File: src/sv/ppb_div.sv
// ----------------------------------------------------------------------------
// ppb_div
// pipelined unsigned restoring divider, one quotient bit per stage
// ----------------------------------------------------------------------------
module ppb_div #(
   parameter int NW = 26,
   parameter int DW = 16
) (
   input  logic          clock,
   input  logic          en,
   input  logic [NW-1:0] num_in,
   input  logic [DW-1:0] den_in,
   output logic [NW-1:0] quo_out
);
   logic [DW-1:0] rem_ff [NW];
   logic [NW-1:0] nq_ff  [NW];
   logic [DW-1:0] den_ff [NW];
   logic [DW-1:0] rem_in [NW];
   logic [NW-1:0] nq_in  [NW];

   always_comb begin
      for (int s = 0; s < NW; s++) begin
         logic [DW-1:0] rp;
         logic [NW-1:0] np;
         logic [DW-1:0] dp;
         logic [DW:0]   t;
         rp = (s == 0) ? '0 : rem_ff[(s == 0) ? 0 : s-1];
         np = (s == 0) ? num_in : nq_ff[(s == 0) ? 0 : s-1];
         dp = (s == 0) ? den_in : den_ff[(s == 0) ? 0 : s-1];
         t = {rp, np[NW-1]};
         if (t >= {1'b0, dp}) begin
            rem_in[s] = DW'(t - {1'b0, dp});
            nq_in[s]  = {np[NW-2:0], 1'b1};
         end else begin
            rem_in[s] = t[DW-1:0];
            nq_in[s]  = {np[NW-2:0], 1'b0};
         end
      end
   end

   always_ff @(posedge clock) begin
      if (en) begin
         for (int s = 0; s < NW; s++) begin
            rem_ff[s] <= rem_in[s];
            nq_ff[s]  <= nq_in[s];
            den_ff[s] <= (s == 0) ? den_in : den_ff[(s == 0) ? 0 : s-1];
         end
      end
   end

   assign quo_out = nq_ff[NW-1];

endmodule

File: config.mk
export PLATFORM = sky130hd
export DESIGN_NAME = ppb_div
export DESIGN_NICKNAME = d
export VERILOG_FILES = /design/src/sv/ppb_div.sv
export SDC_FILE = /design/constraint.sdc
export NUM_CORES = 2
export LEC_CHECK = 0
export ABC_AREA = 1
export BUFFER_PORTS_ARGS = -buffer_cell sky130_fd_sc_hd__buf_4
export CAP_MARGIN = 15
export CORE_MARGIN = 5
export CORE_UTILIZATION = 64
export CTS_CLUSTER_SIZE = 12
export DETAILED_ROUTE_END_ITERATION = 7
export PLACE_DENSITY = 0.91
export SYNTH_ARGS = -nofsm -noshare
export SYNTH_HDL_FRONTEND = slang
export SYNTH_SLANG_ARGS = --single-unit
File: constraint.sdc
create_clock -name clock -period 2.65 [get_ports clock]
set_input_delay 0.3975 -clock clock [delete_from_list [all_inputs] [get_ports clock]]
set_output_delay 0.3975 -clock clock [all_outputs]
set_load 0.02 [all_outputs]
==> summary.txt <==
Synth
  • Yosys warnings: 0
  • Mapped cell area: 77500 µm²
  • Cells after Synth: 8265
  • Share of the synthesized area in the top cell type: 0.572
  • Prevailing post-synth register cell: edfxtp_1
  • Post-synth top cells: nand2_1 (2960), inv_1 (1537), edfxtp_1 (1476)
  • Async SR Flop Fraction: 0
  • Synthesized area per cell: 9.38 µm²
  • Post-synthesis register bit count: 1476
  • Synth Net Count: 8735
  • Most common cell in the netlist: nand2_1
  • Sequential area share after synthesis: 0.572
  • Top post-synthesis cells by area: edfxtp_1 (57%), nand2_1 (14%), inv_1 (7.4%)
  • Largest area contributor in the netlist: edfxtp_1
  • Synth unique cells: 42
  • Number of synthesized flops with an enable pin: 1476

Global route
  • Initial antenna violation count: 0
  • Global-route wire length before repair: 279000 µm
  • Largest net degree at the start of global routing: 105
  • Total congestion overflow: 0
  • Vias in the first global route: 53700
  • GR Util All Layers: 0.275

Critical path
  • Crit path capture type: flip-flop
  • Worst endpoint data arrival time: 2.91 ns
  • Critical Path RT: 3.17 ns
  • Critical path class: flip-flop to flip-flop
  • CP max FO: 14
  • Startpoint types: flip-flop

CTS
  • CTS H-tree depth: 4
  • Insertion delay to the later sink of the worst-skew pair: 0.79 ns
  • CTS tree: yes
  • Post-CTS setup buffers: 0
  • Worst-path clk slew: 0.06 ns
  • CTS buffer count: 156
  • TritonCTS Sinks: 1476
  • CTS Root Cell: clkbuf_16
  • Clk buf depth: 3

STA
  • Tightest Pin Transition: 0.777 ns
  • Worst setup slack after layout: 0.259 ns
  • RSZ-0062 raised after global routing: false
  • Max Slew Vio Count: 0
  • Crit path time final: 2.39 ns
  • Final period utilization: 0.902
  • Layout Skew: 0.0264 ns
  • Max Freq: 418 MHz
  • Setup tns final: 0 ns
  • Slew headroom: 0.477
  • Setup violators final: 0
  • Final Hold Fails: 0

Finish
  • # nets final: 9002
  • Ant diodes: 0
  • Share of cells above drive strength 1: 0.0611
  • Fillers: 8732
  • Area growth from synthesis to layout: 10.5%

Routing
  • Final ANT Viol Nets: 0
  • Routed vias/inst: 5.42
  • Drt pass-1 iters: 7
  • DRT iter0 DRCs: 5604
  • Number of remaining DRC errors: 0
  • Via count: 55500
  • Final wirelength: 175000 µm
  • Post-detailed-route wirelength per cell: 17.1 µm

Place
  • Gpl congestion: 0.966
  • Number of port buffers: 69
  • Pre-CTS WS: 0.300 ns
  • DP HPWL: 130000 µm

Run
  • MaxCap Viol Count: 0

Power and ir drop
  • Leak pwr: 41.2 nW
  • Combinational share of power: 0.398
  • Pwr Density: 1090 nW/µm²
  • Seq pwr share: 0.375
  • Net Switching: 36.4 mW
  • Sw Share: 0.391
  • Cell Int Power: 56.6 mW
  • Clock Power Share: 0.227
  • Peak VDD IR: 0.000824 V

Floorplanning
  • Top Ports: 70
  • Row cnt: 127
  • Die area: 128000 µm²
  • Die W: 358 µm
  • Effective utilization at floorplan: 0.645
  • Die Y: 358 µm
  • Core Box Area: 120000 µm²

Hold path
  • Hold Path Class: primary input to flip-flop

Run status
  • Outcome: completed
[critical path: stages, from the launching register on]
cell and delay (ns):
edfxtp_1 0.39, inv_1 0.09, ha_1 0.39, nand2_1 0.13, inv_1 0.08, nand2_1 0.08, nor3_1 0.19, nand2_1 0.09
nand2_2 0.17, inv_1 0.28, nand2_1 0.15, nand2_1 0.08
[registers in the layout, indices dropped and copies added (netlist names)]
signal and cells:
nq_ff 676, rem_ff 400, den_ff 400
[kinds of logic (layout without fill, tap and decap cells)]
family | count (synthesis) | count (layout) | share of synthesized area
AND/OR/NAND/NOR | 4275 | 4275 | 0.233
adder cells (fa/ha/maj) | 426 | 426 | 0.0711
XOR/XNOR | 147 | 147 | 0.0166
flip-flops | 1476 | 1476 | 0.572
AO/OA/AOI/OAI | 286 | 286 | 0.0197
buffers and inverters | 1655 | 2013 | 0.0872
[power groups by stage]
stage | Clock, mW | Sequential, mW | Combinational, mW
after global placement | 0 | 35.1 | 35.0
after CTS | 21.5 | 34.8 | 36.3
after floorplan | 0 | 33.6 | 27.8
final | 21.1 | 34.9 | 37.0
after detailed placement | 0 | 35.2 | 35.8
after global routing | 22.6 | 35.1 | 41.8
[worst paths after layout]
path | startpoint | endpoint | slack [ns] | cells past startpoint
setup / recovery | den_ff[1][11] | rem_ff[1][19] | 0.26 | 11
hold reg to reg | nq_ff[0][251] | nq_ff[0][278] | 0.41 | 0
hold / removal | en | nq_ff[0][17] | 0.06 | 1
setup reg to reg | den_ff[1][11] | rem_ff[1][19] | 0.26 | 11
[area by class of cell]
type	count	area, µm²	area share
Inverter	1542	5790	0.0676
Tap cell	1612	2020	0.0236
Sequential cell	1476	44300	0.518
Clock inverter	65	856	0.0100
Timing Repair Buffer	222	2140	0.0250
Multi-Input combinational cell	5134	26400	0.309
Clock buffer	184	4050	0.0473
[cells in the final DEF (no fill, tap or decap), types with 112 or more instances in the layout]
cell type     n
nand2_1    2960
inv_1      1537
edfxtp_1   1476
nand3_1     591
ha_1        402
nor2_1      316
a21oi_1     227
clkbuf_16   158
buf_4       151
xor2_1      112
[through the flow]
| step | utilization | cell area, µm² | hold WS, ns | std cells | power, mW |
|---|---|---|---|---|---|
| 2_1_floorplan | - | 77500 | 0.400 | 8265 | 61.4 |
| 3_3_place_gp | 0.668 | 80300 | 0.400 | 9944 | 70.1 |
| 3_5_place_dp | 0.668 | 80300 | 0.405 | 9944 | 71.0 |
| 4_1_cts | 0.712 | 85600 | 0.0117 | 10200 | 92.6 |
| 5_1_grt | 0.712 | 85600 | 0.0326 | 10200 | 99.5 |
| 6_report | 0.712 | 85600 | 0.0650 | 10200 | 93.0 |
[routing by layer]
layer	wire length, µm	vias to the layer above	global-route usage	share of wire
li1	-	27100	-	-
met5	0	-	0	0
met2	82500	2297	0.455	0.47
met1	72000	25600	0.368	0.41
met4	7670	0	0.114	0.044
met3	12600	449	0.0392	0.072
[repair_timing]
item                                   in CTS  in global routing
hold buffers                               42                  0
gates resized for setup                     0                  0
endpoints found under the hold margin      46                  0
(Power assumes the default switching activity.)
